[config.mk]
export PLATFORM = sky130hd
export DESIGN_NAME = hysteresis_level_quantizer
export DESIGN_NICKNAME = d
export VERILOG_FILES = /design/src/rtl/core/hlq_pkg.sv /design/src/rtl/core/hlq_cfg.sv /design/src/rtl/core/hlq_step.sv /design/src/rtl/core/hysteresis_level_quantizer.sv
export SDC_FILE = /design/constraint.sdc
export NUM_CORES = 1
export LEC_CHECK = 0
export BUFFER_PORTS_ARGS = -buffer_cell sky130_fd_sc_hd__buf_2
export CORE_MARGIN = 2
export CORE_UTILIZATION = 56
export CTS_BUF_LIST = sky130_fd_sc_hd__clkbuf_8
export CTS_CLUSTER_DIAMETER = 200
export DETAILED_ROUTE_END_ITERATION = 10
export GPL_TIMING_DRIVEN = 0
export PLACE_DENSITY = 0.79
export SLEW_MARGIN = 5
export SYNTH_ARGS = -nofsm -noshare
export SYNTH_HDL_FRONTEND = slang
export SYNTH_SLANG_ARGS = --single-unit
[constraint.sdc]
create_clock -name clk -period 7.4 [get_ports clk]
set_input_delay 0.37 -clock clk [delete_from_list [all_inputs] [get_ports clk]]
set_output_delay 0.37 -clock clk [all_outputs]
set_load 0.005 [all_outputs]
[src/rtl/core/hlq_pkg.sv]
// Shared types, widths and register codes for the hysteresis level quantizer.
// Used by hlq_cfg, hlq_step, hysteresis_level_quantizer, quantizer_checker and testbench; depends on nothing.
package hlq_pkg;

  localparam int THR_W           = 16;  // one threshold entry
  localparam int NUM_THR         = 4;   // entries packed in one table register
  localparam int TBL_W           = THR_W * NUM_THR;
  localparam int IDX_W           = 2;   // index into a table
  localparam int LVL_W           = 3;   // level, 0..count
  localparam int SMP_W           = 16;  // sample port
  localparam int CFG_IDX_W       = 3;
  localparam int CFG_DATA_W      = TBL_W;
  localparam int MAX_LEVELS_DEF  = 4;
  localparam int SAMPLE_BITS_DEF = 16;

  // Register indexes of the configuration port.
  localparam logic [CFG_IDX_W-1:0] REG_RISING  = 3'd0;
  localparam logic [CFG_IDX_W-1:0] REG_FALLING = 3'd1;
  localparam logic [CFG_IDX_W-1:0] REG_COUNT   = 3'd2;
  localparam logic [CFG_IDX_W-1:0] REG_INIT    = 3'd3;

  // Configuration as seen by the datapath; count is already clamped.
  typedef struct packed {
    logic [TBL_W-1:0] rise;
    logic [TBL_W-1:0] fall;
    logic [LVL_W-1:0] count;
    logic             init_dir;
    logic             reload;
  } cfg_t;

  function automatic logic [THR_W-1:0] thr_entry(input logic [TBL_W-1:0] tbl,
                                                 input logic [IDX_W-1:0] idx);
    return tbl[{idx, 4'b0000} +: THR_W];
  endfunction

endpackage

[src/rtl/core/hlq_cfg.sv]
// Configuration registers of the hysteresis level quantizer, with count clamping
// and a one-cycle reload pulse after every write to a defined register. Depends on hlq_pkg.
module hlq_cfg #(
  parameter int MAX_LEVELS = hlq_pkg::MAX_LEVELS_DEF
) (
  input  logic                           clk,
  input  logic                           rst_n,
  input  logic                           cfg_wr_en,
  input  logic [hlq_pkg::CFG_IDX_W-1:0]  cfg_index,
  input  logic [hlq_pkg::CFG_DATA_W-1:0] cfg_wdata,
  output hlq_pkg::cfg_t                  cfg
);

  logic [hlq_pkg::TBL_W-1:0] rise_r, rise_nxt;
  logic [hlq_pkg::TBL_W-1:0] fall_r, fall_nxt;
  logic [hlq_pkg::LVL_W-1:0] count_r, count_nxt;
  logic                      init_r, init_nxt;
  logic                      reload_r, reload_nxt;

  always_comb begin
    rise_nxt   = rise_r;
    fall_nxt   = fall_r;
    count_nxt  = count_r;
    init_nxt   = init_r;
    reload_nxt = 1'b0;
    if (cfg_wr_en) begin
      unique case (cfg_index)
        hlq_pkg::REG_RISING: begin
          rise_nxt   = cfg_wdata;
          reload_nxt = 1'b1;
        end
        hlq_pkg::REG_FALLING: begin
          fall_nxt   = cfg_wdata;
          reload_nxt = 1'b1;
        end
        hlq_pkg::REG_COUNT: begin
          count_nxt  = cfg_wdata[hlq_pkg::LVL_W-1:0];
          reload_nxt = 1'b1;
        end
        hlq_pkg::REG_INIT: begin
          init_nxt   = cfg_wdata[0];
          reload_nxt = 1'b1;
        end
        default: begin
        end
      endcase
    end
  end

  always_ff @(posedge clk) begin
    if (!rst_n) begin
      rise_r   <= '0;
      fall_r   <= '0;
      count_r  <= hlq_pkg::LVL_W'(4);
      init_r   <= 1'b0;
      reload_r <= 1'b0;
    end else begin
      rise_r   <= rise_nxt;
      fall_r   <= fall_nxt;
      count_r  <= count_nxt;
      init_r   <= init_nxt;
      reload_r <= reload_nxt;
    end
  end

  // A count of zero acts as one; anything above the maximum acts as the maximum.
  always_comb begin
    cfg.rise     = rise_r;
    cfg.fall     = fall_r;
    cfg.init_dir = init_r;
    cfg.reload   = reload_r;
    if (count_r == '0) begin
      cfg.count = hlq_pkg::LVL_W'(1);
    end else if (count_r > hlq_pkg::LVL_W'(MAX_LEVELS)) begin
      cfg.count = hlq_pkg::LVL_W'(MAX_LEVELS);
    end else begin
      cfg.count = count_r;
    end
  end

endmodule

[src/rtl/core/hlq_step.sv]
// Next-level and next-direction logic for one sample: parallel threshold
// compares, priority pick and the two direction checks. Depends on hlq_pkg.
module hlq_step #(
  parameter int MAX_LEVELS  = hlq_pkg::MAX_LEVELS_DEF,
  parameter int SAMPLE_BITS = hlq_pkg::SAMPLE_BITS_DEF
) (
  input  logic [hlq_pkg::SMP_W-1:0] sample,
  input  logic [hlq_pkg::LVL_W-1:0] level_cur,
  input  logic                      falling_cur,
  input  hlq_pkg::cfg_t             cfg,
  output logic [hlq_pkg::LVL_W-1:0] level_nxt,
  output logic                      falling_nxt
);

  localparam logic [hlq_pkg::SMP_W-1:0] SMP_MASK =
    hlq_pkg::SMP_W'((32'd1 << SAMPLE_BITS) - 32'd1);

  logic [hlq_pkg::SMP_W-1:0] s;
  logic [hlq_pkg::TBL_W-1:0] tbl;
  logic                      hit;
  logic [hlq_pkg::IDX_W-1:0] hit_idx;
  logic [hlq_pkg::IDX_W-1:0] top_idx;
  logic [hlq_pkg::LVL_W-1:0] lvl;
  logic                      dir;

  always_comb begin
    s   = sample & SMP_MASK;
    tbl = falling_cur ? cfg.fall : cfg.rise;

    // Scan from the top down so the lowest matching entry wins.
    hit     = 1'b0;
    hit_idx = '0;
    for (int i = MAX_LEVELS - 1; i >= 0; i--) begin
      if (hlq_pkg::LVL_W'(i) < cfg.count &&
          s < hlq_pkg::thr_entry(tbl, hlq_pkg::IDX_W'(i))) begin
        hit     = 1'b1;
        hit_idx = hlq_pkg::IDX_W'(i);
      end
    end

    // Rising mode may only raise the level, falling mode may only lower it.
    lvl = level_cur;
    if (hit) begin
      if (falling_cur ? ({1'b0, hit_idx} < level_cur) : ({1'b0, hit_idx} > level_cur)) begin
        lvl = {1'b0, hit_idx};
      end
    end

    top_idx = hlq_pkg::IDX_W'(cfg.count - hlq_pkg::LVL_W'(1));
    if (s >= hlq_pkg::thr_entry(tbl, top_idx)) begin
      lvl = cfg.count;
    end

    // The falling check runs first; a flip just made can be undone by the rising check.
    dir = falling_cur;
    if (!dir && lvl != '0 &&
        s < hlq_pkg::thr_entry(cfg.fall, hlq_pkg::IDX_W'(lvl - hlq_pkg::LVL_W'(1)))) begin
      dir = 1'b1;
    end
    if (dir && lvl < cfg.count &&
        s > hlq_pkg::thr_entry(cfg.rise, hlq_pkg::IDX_W'(lvl))) begin
      dir = 1'b0;
    end

    level_nxt   = lvl;
    falling_nxt = dir;
  end

endmodule

[src/rtl/core/hysteresis_level_quantizer.sv]
// Hysteresis level quantizer: each sample word yields one result word holding the
// bar level and direction after that sample. A new word is accepted every cycle
// while the receiver takes results. The input register, the combinational level
// update and the result register form two stages. While the result register waits
// on the receiver, the held word stays in the input register and the input stalls.
// The level/direction state is written in the same cycle the result is stored.
// The user must make configuration writes only while the block is idle; the block
// itself does not enforce it. Each write to a defined register reloads the level
// and direction from the new settings in the cycle after they are stored.
// Depends on hlq_pkg, hlq_cfg and hlq_step.
module hysteresis_level_quantizer #(
  parameter int MAX_LEVELS  = hlq_pkg::MAX_LEVELS_DEF,
  parameter int SAMPLE_BITS = hlq_pkg::SAMPLE_BITS_DEF
) (
  input  logic                           clk,
  input  logic                           rst_n,
  input  logic                           cfg_wr_en,
  input  logic [hlq_pkg::CFG_IDX_W-1:0]  cfg_index,
  input  logic [hlq_pkg::CFG_DATA_W-1:0] cfg_wdata,
  input  logic                           in_valid,
  output logic                           in_ready,
  input  logic [hlq_pkg::SMP_W-1:0]      in_sample,
  output logic                           out_valid,
  input  logic                           out_ready,
  output logic [hlq_pkg::LVL_W-1:0]      out_level,
  output logic                           out_falling
);

  hlq_pkg::cfg_t cfg;

  logic                      in_valid_r, in_valid_nxt;
  logic [hlq_pkg::SMP_W-1:0] sample_r;
  logic                      out_valid_r, out_valid_nxt;
  logic [hlq_pkg::LVL_W-1:0] out_level_r;
  logic                      out_falling_r;
  logic [hlq_pkg::LVL_W-1:0] level_r, level_nxt;
  logic                      falling_r, falling_nxt;
  logic [hlq_pkg::LVL_W-1:0] step_level;
  logic                      step_falling;
  logic                      advance;
  logic                      in_take;

  hlq_cfg #(
    .MAX_LEVELS(MAX_LEVELS)
  ) u_cfg (
    .clk      (clk),
    .rst_n    (rst_n),
    .cfg_wr_en(cfg_wr_en),
    .cfg_index(cfg_index),
    .cfg_wdata(cfg_wdata),
    .cfg      (cfg)
  );

  hlq_step #(
    .MAX_LEVELS (MAX_LEVELS),
    .SAMPLE_BITS(SAMPLE_BITS)
  ) u_step (
    .sample     (sample_r),
    .level_cur  (level_r),
    .falling_cur(falling_r),
    .cfg        (cfg),
    .level_nxt  (step_level),
    .falling_nxt(step_falling)
  );

  // The held word moves to the result register whenever that register is free
  // or is being emptied this cycle.
  assign advance  = in_valid_r && (!out_valid_r || out_ready);
  assign in_ready = !in_valid_r || advance;
  assign in_take  = in_valid && in_ready;

  always_comb begin
    in_valid_nxt  = in_take || (in_valid_r && !advance);
    out_valid_nxt = advance || (out_valid_r && !out_ready);
    level_nxt     = level_r;
    falling_nxt   = falling_r;
    if (cfg.reload) begin
      falling_nxt = cfg.init_dir;
      level_nxt   = cfg.init_dir ? cfg.count - hlq_pkg::LVL_W'(1) : '0;
    end else if (advance) begin
      level_nxt   = step_level;
      falling_nxt = step_falling;
    end
  end

  always_ff @(posedge clk) begin
    if (!rst_n) begin
      in_valid_r  <= 1'b0;
      out_valid_r <= 1'b0;
      level_r     <= '0;
      falling_r   <= 1'b0;
    end else begin
      in_valid_r  <= in_valid_nxt;
      out_valid_r <= out_valid_nxt;
      level_r     <= level_nxt;
      falling_r   <= falling_nxt;
    end
  end

  always_ff @(posedge clk) begin
    if (in_take) begin
      sample_r <= in_sample;
    end
    if (advance) begin
      out_level_r   <= step_level;
      out_falling_r <= step_falling;
    end
  end

  assign out_valid   = out_valid_r;
  assign out_level   = out_level_r;
  assign out_falling = out_falling_r;

  // Unless a reload comes, the stored state matches the word just placed in the result register.
  a_state_matches_out: assert property (@(posedge clk) disable iff (!rst_n)
    advance && !cfg.reload |=> out_level_r == level_r && out_falling_r == falling_r)
    else $error("level state differs from the result just stored");

  // The level never exceeds the largest count.
  a_level_bound: assert property (@(posedge clk) disable iff (!rst_n)
    level_r <= hlq_pkg::LVL_W'(MAX_LEVELS))
    else $error("level above the maximum count");

  // A reload leaves the direction chosen by the configuration.
  a_reload_dir: assert property (@(posedge clk) disable iff (!rst_n)
    cfg.reload |=> falling_r == $past(cfg.init_dir))
    else $error("direction not reloaded from configuration");

endmodule

## After elaboration in Yosys (flattened, before gate mapping)

Index checks and enable logic that the tools add are counted.

- Input bits: 88
- Memories kept: 0
- Register bits after elaboration: 159
- Memory bits (read-only): 0
- Latch bits: 0
- RAM bits: 0
- Logic and storage cells: 89

- Add/sub/neg operators: 2
- Multiplexer cells: 23
- $mul: 0
- Shift-type cells: 3
- Equality and inequality tests: 3
- $lt $le $gt $ge: 15
- Bitwise gates (word level): 0
- Divide/modulo/power cells: 0
- Reductions and logical operators: 31

Operators by type and width:

| kind | number |
|---|---|
| $shiftx 64x7->16 | 3 |
| $lt 16x16->1 | 5 |
| $mux 64 | 1 |
| $mux 3 | 8 |
| $ge 16x16->1 | 1 |
| $gt 16x16->1 | 1 |
| $logic_and 1x1->1 | 12 |
| $mux 1 | 10 |
| $reduce_and 2->1 | 5 |
| $mux 2 | 4 |
| $eq 3x2->1 const B | 2 |
| $logic_not 3->1 | 2 |
| $lt 1x3->1 const A | 2 |
| $lt 2x3->1 const A | 2 |
| $logic_not 1->1 | 5 |
| $logic_or 1x1->1 | 4 |
| $reduce_or 4->1 | 1 |
| $eq 3x1->1 const B | 1 |
| $gt 2x3->1 | 1 |
| $gt 3x3->1 const B | 1 |
| $lt 2x3->1 | 1 |
| $lt 3x3->1 | 1 |
| $reduce_bool 3->1 | 1 |
| $sub 3x1->3 const B | 1 |
| 2 further kinds | 2 |

## Longest topological paths before layout

Gate-level depths: netlist of run 1.

- Depth in word-level cells: 24
- Mapped depth: 39
- Mapped depth without buffers: 32

## Hierarchy

From an unflattened synthesis of run 1, not the netlist that was laid out.

- Cells, all modules: 1056
- Area total of the unflattened synthesis: 10746.6 sq um

Modules (own cells, without submodules):

| module | cells an instance | times used | area an instance (sq um) |
|---|---|---|---|
| hlq_cfg | 509 | 1 | 5136.2 |
| hlq_step | 491 | 1 | 4690.7 |
| hysteresis_level_quantizer | 56 | 1 | 919.6 |

## Worst setup path before layout of run 1

No wires, ideal clock.

- Kind: flip-flop to flip-flop
- From: reg falling_r
- To: reg out_falling_r (netlist: out_falling), data pin
- Period minus slack after synthesis: 7.523 ns
- Arrival: 7.385 ns
- Buffers on the path: 8
- Required time: 7.261 ns
- Cell stages (with the launch flop): 39
- Setup slack: -0.123 ns
- Cells stage by stage: dfxtp_1 buf_6 clkbuf_1 buf_1 mux2i_1 ha_1 o2111ai_1 a21oi_1 o2111ai_1 a21oi_2 o21ai_2 a21oi_1 or2_2 ha_1 inv_1 a21oi_1 nor2_1 mux2i_1 [3 not listed] buf_12 buf_6 ha_1 clkbuf_1 clkbuf_1 mux4_2 inv_1 ha_1 a21o_1 a21o_1 a21oi_1 nor2_1 a2111oi_0 nor2_1 a211oi_1 o21ai_0 a32o_1 nor2_1

- Cells in the longest elaborated chain, start to end: 20

Ends and longest elaborated chain:

| element | RTL line | RTL |
|---|---|---|
| from (decl) | hysteresis_level_quantizer.sv:37 | `logic falling_r, falling_nxt;` |
| from (signal assigned) | hysteresis_level_quantizer.sv:96 | `falling_r <= falling_nxt;` |
| $mux 64 | hlq_step.sv:28 | `tbl = falling_cur ? cfg.fall : cfg.rise;` |
| $lt 16x16->1 | hlq_step.sv:35 | `s < hlq_pkg::thr_entry(tbl, hlq_pkg::IDX_W'(i))) begin` |
| $logic_and 1x1->1 | hlq_step.sv:34 | `if (hlq_pkg::LVL_W'(i) < cfg.count &&` |
| $mux 2 (4 in series) | hlq_step.sv:34 |  |
| $gt 2x3->1 or $lt 2x3->1 (tied branches) | hlq_step.sv:44 | `if (falling_cur ? ({1'b0, hit_idx} < level_cur) : ({1'b0, hit_idx} > level_cur)) begin` |
| $mux 1 | hlq_step.sv:44 |  |
| $mux 3 | hlq_step.sv:44 |  |
| $mux 3 | hlq_step.sv:43 | `if (hit) begin` |
| $mux 3 | hlq_step.sv:50 | `if (s >= hlq_pkg::thr_entry(tbl, top_idx)) begin` |
| $sub 2x1->2 | hlq_step.sv:57 | `s < hlq_pkg::thr_entry(cfg.fall, hlq_pkg::IDX_W'(lvl - hlq_pkg::LVL_W'(1)))) begin` |
| $shiftx 64x7->16 | hlq_pkg.sv:33 | `return tbl[{idx, 4'b0000} +: THR_W];` |
| $lt 16x16->1 | hlq_step.sv:57 |  |
| $logic_and 1x1->1 | hlq_step.sv:56 | `if (!dir && lvl != '0 &&` |
| $mux 1 | hlq_step.sv:56 |  |
| $logic_and 1x1->1 (2 in series) | hlq_step.sv:60 | `if (dir && lvl < cfg.count &&` |
| $mux 1 * | hlq_step.sv:60 |  |
| net step_falling | hysteresis_level_quantizer.sv:39 | `logic step_falling;` |
| to (signal assigned) | hysteresis_level_quantizer.sv:106 | `out_falling_r <= step_falling;` |
| to (decl) | hysteresis_level_quantizer.sv:35 | `logic out_falling_r;` |

The timed path passes the listed nets; every way through them passes the cells marked *.
A chain may end at the register's enable or synchronous reset.

## Worst setup path after layout of run 1

Same ends and word-level chain as after synthesis.

==> flow_metrics.py, run 1 <==
metrics = {
    "run_status": {
        "outcome": "finished, final reports clean",
    },
    "layout": {
        "fin_util_pct": 66.3,
        "layout.nets": 1476,
        "area_growth_pct": 14.9,
        "diodes": 0,
        "final_area_um2": 12000,
        "layout-drive-gt1-share_pct": 18.7,
    },
    "clock_tree": {
        "cts.clk_slew.worst_paths_ns": 0.10,
        "cts_tree": "yes",
        "htreeDepth": 4,
        "insertion_delay_ns": 0.50,
        "numCtsBuffers": 17,
        "cts_buffer_depth": 2,
        "cts_sinks": 159,
        "root_buffer": "clkbuf_8",
    },
    "logic_synthesis": {
        "synthAdderAreaFrac_pct": 13.5,
        "synthMuxAreaShare_pct": 17.3,
        "ys_ff_latch": 159,
        "synth.most_common_cell": "nand2_1",
        "synth_top_cell_area_share_pct": 26.6,
        "synth_edf_count": 20,
        "synth-async-reset-ratio_pct": 0,
        "avgSynthCellArea_um2": 9.11,
        "synth_nets": 1350,
        "yosys_warnings": 0,
        "ys_types": 59,
        "synth_area_um2": 10500,
        "synth_top_family_by_area": "compound AO/OA/AOI/OAI gates",
        "synth_xor_area_share_pct": 0.0837,
        "netlist_instances": 1149,
        "synth_ff_type": "dfxtp_1",
        "synth_compound_area_share_pct": 17.7,
        "yosys.area.top_type": "dfxtp_1",
        "synthTopCellsByArea": "dfxtp_1, ha_1, nand2_1, a21boi_0, mux2i_1",
        "yosys.area_share.simple_pct": 15.2,
        "ys_seq_area_share_pct": 32.3,
        "synthTopCellsByCount": "nand2_1, dfxtp_1, a21boi_0",
    },
    "route": {
        "drc": 0,
        "vias": 9575,
        "drtIter0Drc": 1041,
        "via_per_inst": 6.31,
        "drt_wl_total_mm": 34.3,
        "drtPass1Iterations": 6,
        "antenna_left": 0,
        "wl_per_cell_um": 22.6,
    },
    "min_path": {
        "hold_path.class": "primary input to register",
        "hp-start": "in_sample[8]",
    },
    "critical_path": {
        "start_kind": "register",
        "startpoint": "falling_r",
        "cp_max_fo": 13,
        "cp_top_family": "compound AO/OA/AOI/OAI gates",
        "slowest_delay_ns": 0.41,
        "rr_startpoint": "falling_r",
        "cp-end-kind": "register",
        "cp_num_buf_inv": 6,
        "critical_path_required_ns": 7.74,
        "crit_arrival_ns": 7.52,
        "path_class": "register to register",
        "slowest_stage": "ha_4",
    },
    "place": {
        "numPortBuffers": 92,
        "gp_congestion": 0.991,
        "dp_hpwl_mm": 26.7,
        "postPlaceCellArea_um2": 11200,
    },
    "sta": {
        "period_minus_slack_ns": 7.18,
        "slew_violations": 0,
        "clock_skew_ns": 0.0187,
        "setup_viol_count_final": 0,
        "hold_viol_final": 0,
        "timing.hold.ws_ns": 0.0467,
        "min_period_over_period_pct": 97.0,
        "worstMarginPinSlew_ns": 1.14,
        "clock.fmax_mhz": 139,
        "relSlewSlack_pct": 23.6,
    },
    "floorplanning": {
        "core.rowCount": 49,
        "die_x_um": 141,
        "ioPinCount": 94,
        "die_y_um": 141,
        "die_area_um2": 19800,
        "initial_core_util_pct": 57.7,
        "core-area_um2": 18100,
    },
    "grt": {
        "grt_use_total_pct": 34.6,
        "gr-total-overflow": 0,
        "grt_pass1_vias": 9051,
        "grt_pass1_wl_mm": 51.6,
        "antenna_found_initial": 1,
        "grt_max_degree": 20,
    },
    "power_and_ir_drop": {
        "ir_drop_mv": 0.177,
        "powerDensity_nw_per_um2": 170,
        "leakagePower_nw": 4.42,
    },
    "job": {
        "max_cap_violations": 0,
    },
}
==> area by class of cell <==
cell class / instances / area (um^2)
fill: 1487 / 6120
tap: 229 / 287
inverter: 29 / 110
clock buffer: 17 / 234
buffer: 60 / 354
clock inverter: 15 / 189
sequential: 159 / 3380
timing repair buffer: 111 / 607
multi-input combinational: 897 / 6870
==> final timing paths <==
kind                                    endpoint  slack, ns  depth (start not counted)
worst min-delay path                 sample_r[8]       0.05                          1
worst max-delay path                 out_falling       0.22                         34
worst min register to register  u_cfg.fall_r[50]       0.49                          2
worst max register to register       out_falling       0.22                         34
==> registers in the layout, indices dropped and copies added (netlist names) <==
name and cells:
out_valid 1, u_cfg.reload_r 1, sample_r 16, u_cfg.fall_r 64, falling_r 1, u_cfg.count_r 3
u_cfg.rise_r 64, out_level 3, u_cfg.init_r 1, in_valid_r 1, level_r 3, out_falling 1
==> cell families after synthesis <==
kind of cell | count (synthesis)
DFF | 159
muxes | 138
xor gates and xnor gates | 1
and+or+nand+nor | 382
buffers and inverters | 93
AOI/OAI and AO/OA | 263
adders and majority gates | 113
==> worst reg2reg max path: cells and delay by family, from the launching register on <==
| kind | cells | cell delay, ns |
|---|---|---|
| compound gates | 16 | 3.10 |
| fa+ha+maj | 4 | 1.24 |
| simple gates | 4 | 0.35 |
| buf+inv | 6 | 0.98 |
| mux | 4 | 1.08 |
| flops | 1 | 0.33 |
==> where the power goes <==
group / total [mW] / switching [mW] / internal (mW)
Combinational: 0.410 / 0.223 / 0.187
Sequential: 0.931 / 0.0331 / 0.898
Clock: 0.706 / 0.414 / 0.292
==> what timing repair did <==
item	in CTS	in global routing
buffers inserted	4	15
hold buffers	0	0
resized for setup	35	35
pin swaps	2	5
setup endpoints to repair	2	2
==> layer usage <==
layer	GRT usage, %	vias up	wire length (um)
met5	0	-	13
met4	11.5	2	1110
met3	9.21	83	3670
met2	53.9	565	15100
met1	46.9	4550	14400
li1	-	4375	-
==> layout by cell type, fill, tap and decap left out, drive strengths merged, types with 4 or more instances in the layout <==
| cell type | Yosys | routed |
|---|---|---|
| a211oi | 9 | 9 |
| clkinv | 1 | 5 |
| buf | 14 | 124 |
| dfxtp | 139 | 139 |
| a21o | 15 | 15 |
| o2111ai | 5 | 5 |
| o21a | 6 | 6 |
| a31oi | 4 | 4 |
| nand2b | 6 | 6 |
| a21oi | 50 | 50 |
| inv | 28 | 37 |
| a21boi | 128 | 128 |
| mux4 | 32 | 32 |
| nor3 | 5 | 5 |
| nand3 | 14 | 14 |
| mux2i | 86 | 86 |
| and2 | 4 | 4 |
| o21ai | 20 | 20 |
| mux2 | 20 | 20 |
| nor2 | 39 | 39 |
| o22ai | 6 | 6 |
| nand4 | 12 | 12 |
| ha | 113 | 113 |
| edfxtp | 20 | 20 |
| nand2 | 275 | 275 |
| nor2b | 12 | 12 |
| clkbuf | 50 | 64 |
==> per-stage QoR <==
step	cells	setup TNS [ns]	setup WS (ns)	total power [mW]
2_1_floorplan	1149	0	0.0966	1.17
3_3_place_gp	1470	-3.84	-2.00	1.29
3_5_place_dp	1470	-3.90	-2.04	1.30
4_1_cts	1503	0	0.0752	2.00
5_1_grt	1517	-0.0448	-0.0448	2.11
6_report	1517	0	0.223	2.05
(Power assumes the default switching activity.)
==> run 2: changes to the inputs <==
--- a/config.mk
+++ b/config.mk
@@ -7,12 +7,12 @@
 export LEC_CHECK = 0
 export BUFFER_PORTS_ARGS = -buffer_cell sky130_fd_sc_hd__buf_2
 export CORE_MARGIN = 2
-export CORE_UTILIZATION = 56
+export CORE_UTILIZATION = 60
 export CTS_BUF_LIST = sky130_fd_sc_hd__clkbuf_8
 export CTS_CLUSTER_DIAMETER = 200
 export DETAILED_ROUTE_END_ITERATION = 10
 export GPL_TIMING_DRIVEN = 0
-export PLACE_DENSITY = 0.79
+export PLACE_DENSITY = 0.8
 export SLEW_MARGIN = 5
 export SYNTH_ARGS = -nofsm -noshare
 export SYNTH_HDL_FRONTEND = slang
==> constraint.sdc (replaced) <==
create_clock -name clk -period 9 [get_ports clk]
set_input_delay 0.45 -clock clk [delete_from_list [all_inputs] [get_ports clk]]
set_output_delay 0.45 -clock clk [all_outputs]
set_load 0.005 [all_outputs]
==> run 2 against run 1 <==
Critical endpoint unchanged. Fmax fell by 17%. Clock-buffer cell count did not move. Sequential cell count did not move. Routed wire length fell by 3.1%. Design area fell by 3.1%. Global-route usage rose by 1.8 points. Clock skew rose by 0.0062 ns. Setup slack improved by 0.15 ns. Highest routed layer is now met4.
==> flow_metrics.py, run 2 (synthesized netlist as in run 1, its figures left out) <==
metrics = {
    "power_and_ir_drop": {
        "finalPower_mw": 1.64,
        "p_int_mw": 1.12,
        "seqPwrFrac_pct": 46.7,
        "leakagePower_nw": 4.29,
        "p_switching_mw": 0.512,
        "clkPwrFrac_pct": 34.8,
        "p_comb_share_pct": 18.4,
        "ir_drop_mv": 0.132,
        "powerDensity_nw_per_um2": 140,
        "swShare_pct": 31.3,
    },
    "layout": {
        "diodes": 0,
        "fillCellCount": 1411,
        "layout_commonest_cell": "nand2_1",
        "largest_registers": "u_cfg.fall_r (64), u_cfg.rise_r (64), sample_r (16)",
        "layout_common_cells": "nand2_1, dfxtp_1, a21boi_0",
        "final_area_um2": 11700,
        "area_growth_pct": 11.4,
        "layout-drive-gt1-share_pct": 15.3,
        "final_cells": 1497,
        "layout.nets": 1460,
    },
    "sta": {
        "clock_skew_ns": 0.0249,
        "worstMarginPinSlew_ns": 1.11,
        "setup_ws_ns": 0.371,
        "tns_ns": 0,
        "min_period_over_period_pct": 95.9,
        "setup_viol_count_final": 0,
        "clock.fmax_mhz": 116,
        "grt_setup_unrepaired": "false",
        "relSlewSlack_pct": 25.7,
        "hold_viol_final": 0,
        "period_minus_slack_ns": 8.63,
        "slew_violations": 0,
    },
    "floorplanning": {
        "die_x_um": 136,
        "die_area_um2": 18500,
        "initial_core_util_pct": 60.9,
        "die_y_um": 136,
        "core.rowCount": 48,
        "ioPinCount": 94,
        "core-area_um2": 17200,
    },
    "critical_path": {
        "slowest_delay_ns": 0.47,
        "path_common_cell": "nor2_1",
        "start_kind": "register",
        "slowest_stage": "a211oi_1",
        "critical_path_required_ns": 9.32,
        "path_class": "register to register",
        "cp-end-kind": "register",
        "cp_max_fo": 10,
        "crit_arrival_ns": 8.95,
    },
    "place": {
        "dp.cells": 1466,
        "postPlaceCellArea_um2": 11200,
        "pre_cts_ws_ns": -0.452,
        "gp_congestion": 0.988,
        "dp_hpwl_mm": 26.1,
        "numPortBuffers": 92,
    },
    "clock_tree": {
        "insertion_delay_ns": 0.49,
        "cts_buffer_depth": 2,
        "hold_buffers": 0,
        "cts.clk_slew.worst_paths_ns": 0.09,
        "numCtsBuffers": 17,
        "htreeDepth": 4,
        "cts_tree": "yes",
        "cts_sinks": 159,
        "root_buffer": "clkbuf_8",
    },
    "grt": {
        "antenna_found_initial": 0,
        "gr-total-overflow": 0,
        "grt_use_total_pct": 36.4,
        "grt_pass1_vias": 8783,
        "grt_pass1_wl_mm": 49.9,
        "grt_max_degree": 17,
    },
    "route": {
        "drtIter0Drc": 1099,
        "drc": 0,
        "drtPass1Iterations": 7,
        "wl_per_cell_um": 22.2,
        "vias": 9427,
        "drt_wl_total_mm": 33.2,
        "antenna_left": 0,
        "via_per_inst": 6.30,
    },
    "run_status": {
        "outcome": "finished, final reports clean",
    },
    "min_path": {
        "hold_path.class": "primary input to register",
    },
    "job": {
        "max_cap_violations": 0,
    },
}
[run 2: cell count changes in the layout (fill, tap and decap cells not counted), moves of 3 or more]
cell,change
mux2i_2,-13
buf_6,-4
buf_2,+3
mux2i_1,+18
buf_4,-18
mux2i_4,-5
[run 2: final timing paths]
path / startpoint / to / slack (ns) / cells past startpoint
worst max-delay path: falling_r / out_falling / 0.37 / 38
worst min-delay path: in_sample[9] / sample_r[9] / 0.15 / 1
worst max register to register: falling_r / out_falling / 0.37 / 38
worst min register to register: u_cfg.fall_r[63] / u_cfg.fall_r[63] / 0.49 / 2
[run 2: power groups by stage]
| stage | combinational, mW | sequential (mW) | clock (mW) |
|---|---|---|---|
| global placement | 0.281 | 0.779 | 0 |
| detailed placement | 0.289 | 0.779 | 0 |
| global route | 0.326 | 0.766 | 0.595 |
| floorplan | 0.195 | 0.769 | 0 |
| CTS | 0.290 | 0.763 | 0.570 |
| finish | 0.301 | 0.764 | 0.570 |
[run 2: per-layer routing]
layer,up-vias,global-route usage (%),part of all wire [%]
li1,4330,-,-
met1,4406,49.4,41
met2,593,56.5,44
met3,98,8.69,12
met4,0,13.4,3.9
met5,-,0,0
[run 2: layout make-up]
type                       instances  area [um^2]  share of cell area (%)
clock inverter                    15          175                    1.50
inverter                          29          113                   0.966
timing repair buffer              92          460                    3.95
sequential                       159         3380                    29.0
multi-input combinational        897         6700                    57.5
buffer                            63          313                    2.68
tap                              225          282                    2.41
clock buffer                      17          234                    2.01
[run 2: worst max-delay path: cells and delay by family, from the launching register on]
| family | cells | cell delay [ns] |
|---|---|---|
| compound gates | 14 | 2.88 |
| buf+inv | 9 | 1.86 |
| simple gates | 8 | 1.17 |
| mux | 3 | 1.15 |
| fa+ha+maj | 4 | 1.09 |
| flops | 1 | 0.33 |
[run 2: stage by stage]
stage | util, % | hold slack [ns]
finish | 67.9 | 0.149
CTS | 67.7 | 0.131
detailed placement | 65.3 | 0.472
global placement | 65.3 | 0.463
global route | 67.9 | 0.140
floorplan | - | 0.452
[run 2: what timing repair did]
| item | CTS | global route |
|---|---|---|
| resized for setup | 14 | 10 |
| buffers inserted | 0 | 0 |
| setup endpoints to repair | 2 | 2 |
| endpoints found under the hold margin | 0 | 0 |
